### config.mk
export PLATFORM = sky130hd
export DESIGN_NAME = dffn_ctrl
export DESIGN_NICKNAME = d
export VERILOG_FILES = /design/src/dffn_pkg.sv /design/src/dffn_ctrl.sv
export SDC_FILE = /design/constraint.sdc
export NUM_CORES = 1
export LEC_CHECK = 0
export BUFFER_PORTS_ARGS = -buffer_cell sky130_fd_sc_hd__clkbuf_2
export CAP_MARGIN = 20
export CORE_UTILIZATION = 60
export CTS_BUF_LIST = sky130_fd_sc_hd__clkbuf_8
export DETAILED_ROUTE_END_ITERATION = 7
export GPL_TIMING_DRIVEN = 0
export PLACE_DENSITY = 0.87
export SLEW_MARGIN = 25
export SYNTH_ARGS = -nofsm -noshare
export SYNTH_HDL_FRONTEND = slang
export SYNTH_SLANG_ARGS = --single-unit
### constraint.sdc
create_clock -name clock -period 4.1 [get_ports clock]
set_clock_uncertainty 0.05 [all_clocks]
set_input_delay 0.82 -clock clock [delete_from_list [all_inputs] [get_ports clock]]
set_output_delay 0.82 -clock clock [all_outputs]
set_load 0.005 [all_outputs]
### src/dffn_pkg.sv
// Shared types and constants for the dF/F pixel normalizer.
// Used by the controller, the datapath and the top level.
`timescale 1ns / 1ps
package dffn_pkg;

   localparam int PIXELS     = 262144;
   localparam int PIX_W      = $clog2(PIXELS);
   localparam int HIST_BINS  = 256;
   localparam int HIST_W     = $clog2(HIST_BINS);
   localparam int CSR_IDX_W  = 2;
   localparam int CSR_DATA_W = 48;
   localparam int QUO_W      = 32;
   localparam int CNT_W      = $clog2(QUO_W + 1);

   localparam logic [CSR_IDX_W-1:0] REG_BIT_DEPTH = 2'd0;
   localparam logic [CSR_IDX_W-1:0] REG_GAIN      = 2'd1;
   localparam logic [CSR_IDX_W-1:0] REG_OFFSET    = 2'd2;

   localparam logic [4:0] DEPTH_MIN = 5'd8;
   localparam logic [4:0] DEPTH_MAX = 5'd16;
   localparam logic [4:0] DEPTH_RST = 5'd8;
   localparam logic [31:0] GAIN_RST  = 32'h0001_0000;
   localparam logic [QUO_W-1:0] RATIO_MAX = 32'h8000_0000;

   typedef enum logic [3:0] {
      ST_SWEEP,
      ST_IDLE,
      ST_DIVR,
      ST_MUL,
      ST_SUM,
      ST_RND,
      ST_BLOAD,
      ST_DIVB,
      ST_HREAD,
      ST_FINISH
   } state_type;

   typedef struct packed {
      logic             load;
      logic             div_step;
      logic             mul_en;
      logic             sum_en;
      logic             rnd_en;
      logic             bin_load;
      logic             finish;
      logic             sweep_we;
      logic [PIX_W-1:0] sweep_addr;
   } cmd_type;

   typedef struct packed {
      logic out_free;
   } status_type;

endpackage

### src/dffn_ctrl.sv
// Sequencer for the dF/F normalizer: clearing pass, divide steps, arithmetic
// stages and store update. Depends on dffn_pkg.
`timescale 1ns / 1ps
module dffn_ctrl
   import dffn_pkg::*;
(
   input  logic       clock,
   input  logic       reset,
   input  logic       req_valid,
   output logic       req_stall,
   input  status_type status,
   output cmd_type    cmd
);

   state_type        state_ff, state_in;
   logic [CNT_W-1:0] cnt_ff, cnt_in;
   logic [PIX_W-1:0] sweep_ff, sweep_in;

   // State, step count and sweep address registers
   always_ff @(posedge clock) begin
      if (reset) begin
         state_ff <= ST_SWEEP;
         cnt_ff   <= '0;
         sweep_ff <= '0;
      end else begin
         state_ff <= state_in;
         cnt_ff   <= cnt_in;
         sweep_ff <= sweep_in;
      end
   end

   // Next state and commands
   always_comb begin
      state_in       = state_ff;
      cnt_in         = cnt_ff;
      sweep_in       = sweep_ff;
      cmd            = '0;
      cmd.sweep_addr = sweep_ff;
      req_stall      = 1'b1;
      case (state_ff)
         ST_SWEEP: begin
            cmd.sweep_we = 1'b1;
            sweep_in     = sweep_ff + 1'b1;
            if (sweep_ff == PIX_W'(PIXELS - 1)) begin
               state_in = ST_IDLE;
            end
         end
         ST_IDLE: begin
            req_stall = 1'b0;
            if (req_valid) begin
               cmd.load = 1'b1;
               cnt_in   = CNT_W'(QUO_W);
               state_in = ST_DIVR;
            end
         end
         ST_DIVR: begin
            cmd.div_step = 1'b1;
            cnt_in       = cnt_ff - 1'b1;
            if (cnt_ff == CNT_W'(1)) begin
               state_in = ST_MUL;
            end
         end
         ST_MUL: begin
            cmd.mul_en = 1'b1;
            state_in   = ST_SUM;
         end
         ST_SUM: begin
            cmd.sum_en = 1'b1;
            state_in   = ST_RND;
         end
         ST_RND: begin
            cmd.rnd_en = 1'b1;
            state_in   = ST_BLOAD;
         end
         ST_BLOAD: begin
            cmd.bin_load = 1'b1;
            cnt_in       = CNT_W'(HIST_W);
            state_in     = ST_DIVB;
         end
         ST_DIVB: begin
            cmd.div_step = 1'b1;
            cnt_in       = cnt_ff - 1'b1;
            if (cnt_ff == CNT_W'(1)) begin
               state_in = ST_HREAD;
            end
         end
         ST_HREAD: begin
            state_in = ST_FINISH;
         end
         ST_FINISH: begin
            // hold until the output register can take the result
            if (status.out_free) begin
               cmd.finish = 1'b1;
               state_in   = ST_IDLE;
            end
         end
         default: begin
            state_in = ST_IDLE;
         end
      endcase
   end

endmodule

==> out/results.ini, run 1 <==
[outcome]
status=complete, no violations

[critical_path]
crit_top_cell=clkbuf_1
reg2reg_slack_ps=1860
cp-start-kind=flip-flop
rr_startpoint=sweep_ff[6]$_SDFFE_PP0P_
cpPeakStageDelay_ps=450
path_cells=clkbuf_1, nor3b_1, clkbuf_1, clkbuf_2
rr_endpoint=state_ff[3]$_SDFFE_PP0P_
ff2ff_path_depth=5
crit_type=flip-flop to output pin
cp.required_ps=3230
slowest_stage=nor3b_1
endpoint_kind=output pin
critPathArrivalTime_ps=1930
cp-startpoint=state_ff[1]$_SDFFE_PP0P_
worst-path-max-fanout=10

[timing]
min_period_ps=2797
max_freq_mhz=357.6
rsz0062_at_grt=false
setup-violations-final=0
relSlewSlack=0.6254
hold_viol=0
finalMaxSlewViolations=0
post-route-period-util=0.6821
finalSetupTns_ps=0
worst_slew_pin_slew_ps=554.7

[logic_synthesis]
syn_area_sq_um=1419
synth_cell_type_count=38
synth_edf_count=0
syn_nets=183
synthArstFlopShare=0
synth.avg_cell_area_sq_um=8.062
seq_area_frac_synth=0.3951
syn-instance-count=176
ys_seq_elements=28
synth_warnings=0
synthFlopType=dfxtp_1

[global_routing]
grt_max_degree=17
antenna_found_initial=0
grt_pass1_wl_microns=5133
grt_usage=0.2586
grt_pass1_vias=1154
grt_overflow_total=0

[finish]
drive_gt1_frac=0.1866
finalNetCount=217
final_cell_mix=30 x clkbuf_2, 28 x dfxtp_1, 27 x nor2_1, 14 x nand2_1, 14 x a21oi_1
instances_no_fill=237
insertedDiodeCount=0
syn2layout_area_growth_pct=17.72
final_common_cell=clkbuf_2

[min_path]
min_path_type=flip-flop to flip-flop
min_from=cnt_ff[4]$_SDFFE_PP0P_
whs_path_depth=1
min_to=cnt_ff[4]$_SDFFE_PP0P_

[flow_run]
drv_cap=0

[clocking]
numClockSinks=28
cts_setup_buffers=0
cts-hold-fix-buffers=0
clkSlewWorstSetupHoldPaths_ps=100
cts-root-buf=clkbuf_8
clock_path_buffers=2
cts-resized-gates=0
cts_made_buffers=3
cts_tree=built
htree_levels=1
clk_latency_ps=270

[power]
power_density_nw_per_um2=586.6
p_leak_nw=0.6524
ir_worst_vdd_mv=0.4596

[floorplan]
start_util=0.6414
dieArea_sq_um=2563
core_region_area_sq_um=2212
die_h_microns=50.63
die_x_microns=50.63
std_cell_rows=17
io_pins=31

[route]
wl_per_cell_microns=13.11
vias=1358
drtAntennaViolNets=0
routed_wl_microns=3106
viasPerCell=5.730
dr.pass1.iters=4
drt_iter0_markers=25
drc=0

[placement]
dp_hpwl_microns=2246
dp_cells=233
io_buffers=29
place_congestion=0.8125

-- critical path: cells and delay by family, from the launching register on --
| kind | cells | cell delay, ps |
|---|---|---|
| and+or+nand+nor | 1 | 450 |
| buffers and inverters | 3 | 880 |
| DFF | 1 | 340 |
-- routing by layer --
layer | global-route usage | vias up | share of wire
met5 | 0 | - | 0
met4 | 0.07870 | 0 | 0.0029
met3 | 0.02727 | 2 | 0.030
met2 | 0.4467 | 31 | 0.50
met1 | 0.3358 | 647 | 0.47
li1 | - | 678 | -
-- area by class of cell --
| class | count | area [sq um] |
|---|---|---|
| flip-flops and latches | 28 | 560.5 |
| plain buffers | 9 | 42.54 |
| multi-input cells | 132 | 789.5 |
| well taps | 28 | 35.03 |
| inverters | 7 | 26.28 |
| fillers | 171 | 541.8 |
| clock buffers | 3 | 41.29 |
| clock inverters | 1 | 30.03 |
| repair buffers | 29 | 145.1 |
-- cells in the mapped netlist, drive strengths merged (2+ instances only) --
cell type / number / share of area
a211oi: 2 / 0.011
a21oi: 14 / 0.049
a31oi: 2 / 0.0088
and3: 2 / 0.0088
clkbuf: 8 / 0.022
dfxtp: 28 / 0.40
ha: 3 / 0.026
inv: 7 / 0.019
nand2: 14 / 0.037
nand3: 5 / 0.018
nand3b: 3 / 0.016
nand4: 5 / 0.022
nor2: 27 / 0.071
nor2b: 2 / 0.0088
nor3: 7 / 0.028
nor3b: 3 / 0.016
o21ai: 8 / 0.028
or3: 5 / 0.022
xnor2: 9 / 0.056
xor2: 6 / 0.037
-- worst max path at each step --
stage / endpoint
4_1_cts: cmd[24]
3_5_place_dp: cmd[24]
2_1_floorplan: cmd[24]
6_report: cmd[24]
3_3_place_gp: cmd[24]
5_1_grt: cmd[24]
-- report_power, final --
| part | switching, mW | internal, mW | total [mW] | leakage, nW |
|---|---|---|---|---|
| Combinational | 0.240 | 0.163 | 0.403 | 0.390 |
| Sequential | 0.0423 | 0.318 | 0.360 | 0.227 |
| Clock | 0.0860 | 0.131 | 0.217 | 0.0357 |
-- state kept, by name (all words and copies together), names as in the netlist --
register  cells
state_ff      4
cnt_ff        6
sweep_ff     18
-- per-stage QoR --
step           power, mW  hold WS (ps)  utilization  worst slack, ps  cell area [sq um]
2_1_floorplan     0.6569         388.9            -             2067               1419
3_3_place_gp      0.7360         412.7       0.7229             1678               1599
3_5_place_dp      0.7594         425.6       0.7229             1633               1599
4_1_cts           0.9745         443.8       0.7551             1330               1670
5_1_grt            1.040         475.2       0.7551             1180               1670
6_report          0.9798         449.4       0.7551             1303               1670
-- cells by family (layout without fill, tap and decap cells) --
logic type               count (synthesis)  after routing  synth area share
flip-flops                              28             28            0.3951
AND/OR/NAND/NOR                         79             79            0.2831
multiplexers                             1              1          0.007055
AO/OA/AOI/OAI                           34             34            0.1473
XOR/XNOR                                15             15           0.09260
buffers and inverters                   16             49           0.04850
adder cells (fa/ha/maj)                  3              3           0.02646
Note: power is estimated with default switching activity, not from simulation.
==> run 2, diff against run 1 <==
Settings changed: ABC_AREA set to 1, CORE_UTILIZATION 60 to 57, PLACE_DENSITY 0.87 to 0.81.
Clock period 4.1 ns to 2.9 ns, I/O delays scaled along.
==> run 2 against run 1 <==
Compared with the run above:
- critical path depth increased by 1
- die area increased by 24%
- synthesized area increased by 19%
- worst hold slack got worse by 16 ps
- first-iteration DRC count increased to 3.7 times the previous value
- via count increased by 29%
- final area increased by 16%
- combinational power increased by 72%
- global-route usage decreased by 0.88 points
- clock power increased by 45%
==> out/results.ini, run 2 <==
[outcome]
status=complete, no violations

[critical_path]
path_depth=5
worst-path-max-fanout=9
critPathTopFamily=flip-flops
critPathBufInv=2
cp.required_ps=2270
rr_endpoint=sweep_ff[10]$_SDFFE_PP0P_
endpoint_kind=output pin
path_cells=nand2_1, nor2_2, inv_2, nand2_4, clkbuf_2
cp-start-kind=flip-flop
critPathArrivalTime_ps=1410
cp-startpoint=state_ff[1]$_SDFFE_PP0P_
crit_end=cmd[24]
rr_startpoint=sweep_ff[0]$_SDFFE_PP0P_
cpPeakStageDelay_ps=490
ff2ff_path_depth=8
reg2reg_slack_ps=1160
slowest_stage=dfxtp_1
crit_type=flip-flop to output pin

[logic_synthesis]
synth_warnings=0
yosysMostFrequentCell=nand2_1
synth_edf_count=0
syn-instance-count=268
synth.avg_cell_area_sq_um=6.275
synthFlopType=dfxtp_1
yosys-top-cells-area=dfxtp_1 33%, nand2_1 16%, nor2_1 10%
synth_cell_type_count=28
seq_area_frac_synth=0.3333
synthArstFlopShare=0
netlist.area_leader.share=0.3333
ys_seq_elements=28
yosys-top-cells-count=73 x nand2_1, 47 x nor2_1, 33 x inv_1
syn_nets=275
syn_area_sq_um=1682
yosysTopAreaCell=dfxtp_1

[clocking]
cts_setup_buffers=0
cts-resized-gates=0
clkSlewWorstSetupHoldPaths_ps=100
cts-root-buf=clkbuf_8
numClockSinks=28
htree_levels=1
clock_path_buffers=2
cts_tree=built
cts_made_buffers=3
clk_latency_ps=280
cts-hold-fix-buffers=0

[floorplan]
dieArea_sq_um=3171
io_pins=31
std_cell_rows=19
start_util=0.6046
die_x_microns=56.32
core_region_area_sq_um=2781
die_h_microns=56.32

[finish]
finalNetCount=309
reg_top3=sweep_ff x18, cnt_ff x6, state_ff x4
final_cell_mix=73 x nand2_1, 47 x nor2_1, 33 x inv_1, 29 x clkbuf_2, 28 x dfxtp_1
regMostFlops=sweep_ff
syn2layout_area_growth_pct=15.18
largest_reg_flops=18
insertedDiodeCount=0
final_common_cell=nand2_1
postLayoutCoreUtil=0.6964
fill_cells=269
drive_gt1_frac=0.1661
design_area_sq_um=1937

[placement]
dp_hpwl_microns=2824
io_buffers=29
dpl_cell_area_sq_um=1866
place_congestion=0.8696

[route]
viasPerCell=5.274
drt_iter0_markers=92
wl_per_cell_microns=11.31
drtAntennaViolNets=0
vias=1751
dr.pass1.iters=4
routed_wl_microns=3756
drc=0

[power]
internal_power_mw=0.8863
switching_share=0.4290
p_seq_frac=0.351
p_leak_nw=0.8879
p_comb_frac=0.446
p_switching_mw=0.6659
ir_worst_vdd_mv=0.7019
clock_power_share=0.203
power_density_nw_per_um2=801.4

[timing]
min_period_ps=2039
worst_slew_pin_slew_ps=499.9
finalSetupTns_ps=0
max_freq_mhz=490.6
finalMaxSlewViolations=0
relSlewSlack=0.6667
hold_viol=0
setup-violations-final=0
fin_hold_ws_ps=433.4
rsz0062_at_grt=false
post-route-period-util=0.7029

[global_routing]
grt_usage=0.2498
grt_pass1_vias=1575
grt_pass1_wl_microns=6430
grt_overflow_total=0
grt_max_degree=17
antenna_found_initial=0

[min_path]
min_path_type=flip-flop to flip-flop

[flow_run]
drv_cap=0

==> run 2: changes by cell type after synthesis, sizes merged, moves of 6 or more <==
cell    previous run  this run
nand2             14        78
inv                7        37
nor2              27        52
nand3              5        17
xnor2              9         0
clkbuf             8         2
==> run 2: final cells by class <==
type	instances	area [sq um]	share of cell area
tap	31	38.79	0.02003
clock inverter	1	30.03	0.01550
sequential	28	560.5	0.2894
multi-input combinational	200	964.7	0.4981
timing repair buffer	29	145.1	0.07494
buffer	3	12.51	0.006460
inverter	37	143.9	0.07429
clock buffer	3	41.29	0.02132
==> run 2: cell families after synthesis <==
logic type	count (synthesis)	synth area share
xor+xnor	3	0.01563
flops	28	0.3333
buf+inv	40	0.09301
fa+ha+maj	3	0.02232
simple gates	159	0.4204
compound gates	35	0.1153
==> run 2: worst min path at each step <==
stage / cells after the start / slack, ps / startpoint / endpoint
after floorplan: 2 / 400 / cnt_ff[3]$_SDFFE_PP0P_ / cnt_ff[3]$_SDFFE_PP0P_
after global routing: 2 / 470 / cnt_ff[1]$_SDFFE_PP0P_ / cnt_ff[1]$_SDFFE_PP0P_
final: 2 / 430 / sweep_ff[8]$_SDFFE_PP0P_ / sweep_ff[8]$_SDFFE_PP0P_
after CTS: 2 / 440 / sweep_ff[8]$_SDFFE_PP0P_ / sweep_ff[8]$_SDFFE_PP0P_
after detailed placement: 2 / 420 / sweep_ff[8]$_SDFFE_PP0P_ / sweep_ff[8]$_SDFFE_PP0P_
after global placement: 2 / 420 / cnt_ff[3]$_SDFFE_PP0P_ / cnt_ff[3]$_SDFFE_PP0P_
==> run 2: worst min-delay path: cells and delay by family, from the launching register on <==
family / cells / cell delay (ps)
DFF: 1 / 350
buffers and inverters: 1 / 60
AOI/OAI and AO/OA: 1 / 50
==> run 2: metal layers <==
metal / global-route usage / vias to the layer above / part of all wire
met5: 0 / - / 0
met4: 0.09756 / 0 / 0.016
met3: 0.03226 / 7 / 0.033
met2: 0.4269 / 38 / 0.49
met1: 0.3193 / 789 / 0.46
li1: - / 917 / -
==> run 2: power groups by stage <==
stage / clock network, mW / logic (mW) / registers [mW]
6_report: 0.315 / 0.692 / 0.545
2_1_floorplan: 0 / 0.537 / 0.533
3_3_place_gp: 0 / 0.673 / 0.550
3_5_place_dp: 0 / 0.685 / 0.552
4_1_cts: 0.316 / 0.690 / 0.543
5_1_grt: 0.335 / 0.797 / 0.555
==> run 2: metrics by stage <==
step	total power [mW]	std cells	setup slack, ps
2_1_floorplan	1.071	268	1382
3_3_place_gp	1.223	328	1169
3_5_place_dp	1.236	328	1174
4_1_cts	1.549	332	860.6
5_1_grt	1.686	332	741.1
6_report	1.552	332	861.5
==> run 3, diff against run 2 <==
Settings changed: ABC_AREA 1 to 0, CORE_UTILIZATION 57 to 50, PLACE_DENSITY 0.81 to 0.77.
Clock period 2.9 ns to 1.8 ns, I/O delays scaled along.
==> run 3 against run 2 <==
Compared with the run above:
- the run now ends with setup timing left
- clock power grew 59%
- global-route usage shrank 1.2 points
- routed wire length grew 2.3%
- first-iteration DRC count shrank 34%
- die area shrank 3.7%
- cell count shrank 24%
- critical path depth grew 1
- count of clock-buffer cells in the layout is the same
- setup slack lost 1100 ps
- register-to-register slack lost 1400 ps
- combinational power grew 110%
==> out/results.ini, run 3 (synthesis results as in run 1) <==
[timing]
setup-violations-final=15
min_period_ps=1995
hold_viol=0
worst_slew_pin_slew_ps=533.1
post-route-period-util=1.108
relSlewSlack=0.6446
fin_ws_ps=-194.7
max_freq_mhz=501.3
finalMaxSlewViolations=0
fin_hold_ws_ps=442.0
rsz0062_at_grt=true

[finish]
largest_reg_flops=18
finalNetCount=229
final_common_cell=clkbuf_2
drive_gt1_frac=0.3665
insertedDiodeCount=0
fill_cells=188
final_cell_mix=29 x clkbuf_2, 24 x nor2_1, 22 x dfxtp_1, 14 x buf_4, 14 x nand2_1
syn2layout_area_growth_pct=37.92
multiInputGateArea_sq_um=953.4
reg_top3=sweep_ff x18, cnt_ff x6, state_ff x4
seq_area_sq_um=570.5
regMostFlops=sweep_ff
design_area_sq_um=1957

[placement]
dpl_cell_area_sq_um=1602
place_congestion=0.8369
io_buffers=29
dp_hpwl_microns=2249

[global_routing]
grt_usage=0.2373
antenna_found_initial=0
grt_pass1_vias=1380
grt_overflow_total=0
grt_max_degree=17
grt_pass1_wl_microns=5844

[clocking]
clkSlewWorstSetupHoldPaths_ps=100
htree_levels=1
cts-hold-fix-buffers=0
cts_tree=built
cts-root-buf=clkbuf_8
cts_made_buffers=3
numClockSinks=28
clk_latency_ps=280
clock_path_buffers=2

[critical_path]
crit_type=flip-flop to flip-flop
cp-start-kind=flip-flop
ff2ff_path_depth=6
cp.required_ps=1920
cp-startpoint=state_ff[2]$_SDFFE_PP0P_
slowest_stage=or4_4
crit_end=sweep_ff[15]$_SDFFE_PP0P_
cpPeakStageDelay_ps=580
rr_startpoint=state_ff[2]$_SDFFE_PP0P_
critPathArrivalTime_ps=2110
path_cells=or4_4, buf_4, or3_4, nor3_4, xnor2_1, nor2_1
rr_endpoint=sweep_ff[15]$_SDFFE_PP0P_
reg2reg_slack_ps=-190
worst-path-max-fanout=6
endpoint_kind=flip-flop

[route]
viasPerCell=5.733
dr.pass1.iters=5
wl_per_cell_microns=15.31
routed_wl_microns=3844
drtAntennaViolNets=0
vias=1439
drt_iter0_markers=61
drc=0

[floorplan]
core_region_area_sq_um=2567
dieArea_sq_um=3055
die_x_microns=55.27
die_h_microns=55.27
std_cell_rows=18
io_pins=31
start_util=0.5526

[outcome]
status=finished with violations
violations=setup timing

[flow_run]
drv_cap=0

[power]
power_density_nw_per_um2=1433
p_leak_nw=0.8480
ir_worst_vdd_mv=1.138

[min_path]
min_path_type=flip-flop to flip-flop

[run 3: worst max-delay path, delay by kind of cell (launching register included)]
family | cells | cell delay, ps
flip-flops | 1 | 370
XOR/XNOR | 1 | 140
buffers and inverters | 1 | 170
AND/OR/NAND/NOR | 4 | 1160
[run 3: final cells by class]
class / instances / area share
Buffer: 7 / 0.02621
Clock buffer: 3 / 0.02110
Clock inverter: 1 / 0.01535
Inverter: 7 / 0.01535
Multi-Input combinational cell: 133 / 0.4872
Sequential cell: 28 / 0.2916
Tap cell: 30 / 0.01918
Timing Repair Buffer: 42 / 0.1240
[run 3: power breakdown]
group	switching, mW	internal (mW)
clock network	0.202	0.298
registers	0.111	0.725
logic	0.769	0.699
total	1.08	1.72
[run 3: how the worst min path moves through the flow]
stage | startpoint | endpoint | slack, ps | cells after the start
2_1_floorplan | cnt_ff[4]$_SDFFE_PP0P_ | cnt_ff[4]$_SDFFE_PP0P_ | 390 | 1
3_5_place_dp | cnt_ff[4]$_SDFFE_PP0P_ | cnt_ff[4]$_SDFFE_PP0P_ | 420 | 1
3_3_place_gp | cnt_ff[4]$_SDFFE_PP0P_ | cnt_ff[4]$_SDFFE_PP0P_ | 410 | 1
6_report | cnt_ff[4]$_SDFFE_PP0P_ | cnt_ff[4]$_SDFFE_PP0P_ | 440 | 1
4_1_cts | reset | sweep_ff[9]$_SDFFE_PP0P_ | 430 | 2
5_1_grt | cnt_ff[3]$_SDFFE_PP0P_ | cnt_ff[3]$_SDFFE_PP0P_ | 470 | 2
[run 3: repair_timing]
action | 4_1_cts | 5_1_grt
cloned | 1 | 0
gates resized for setup | 28 | 26
buffers inserted | 9 | 4
endpoints found under the setup margin | 27 | 27
pin swaps | 12 | 11
[run 3: layer usage]
metal,part of all wire,track usage,vias to the layer above
met5,0,0,-
met4,0.020,0.1250,0
met3,0.053,0.06557,10
met2,0.53,0.4096,51
met1,0.39,0.2635,676
li1,-,-,702
[run 3: metrics by stage]
| step | cells | TNS [ps] | power (mW) | setup slack [ps] | util |
|---|---|---|---|---|---|
| final | 251 | -1960 | 2.804 | -194.7 | 0.7622 |
| after global routing | 251 | -3002 | 2.959 | -240.8 | 0.7622 |
| after CTS | 247 | -1513 | 2.527 | -181.5 | 0.7115 |
| after detailed placement | 235 | -4320 | 1.746 | -386.1 | 0.6238 |
| after global placement | 235 | -3189 | 1.684 | -264.3 | 0.6238 |
| after floorplan | 176 | -1135 | 1.496 | -170.7 | - |
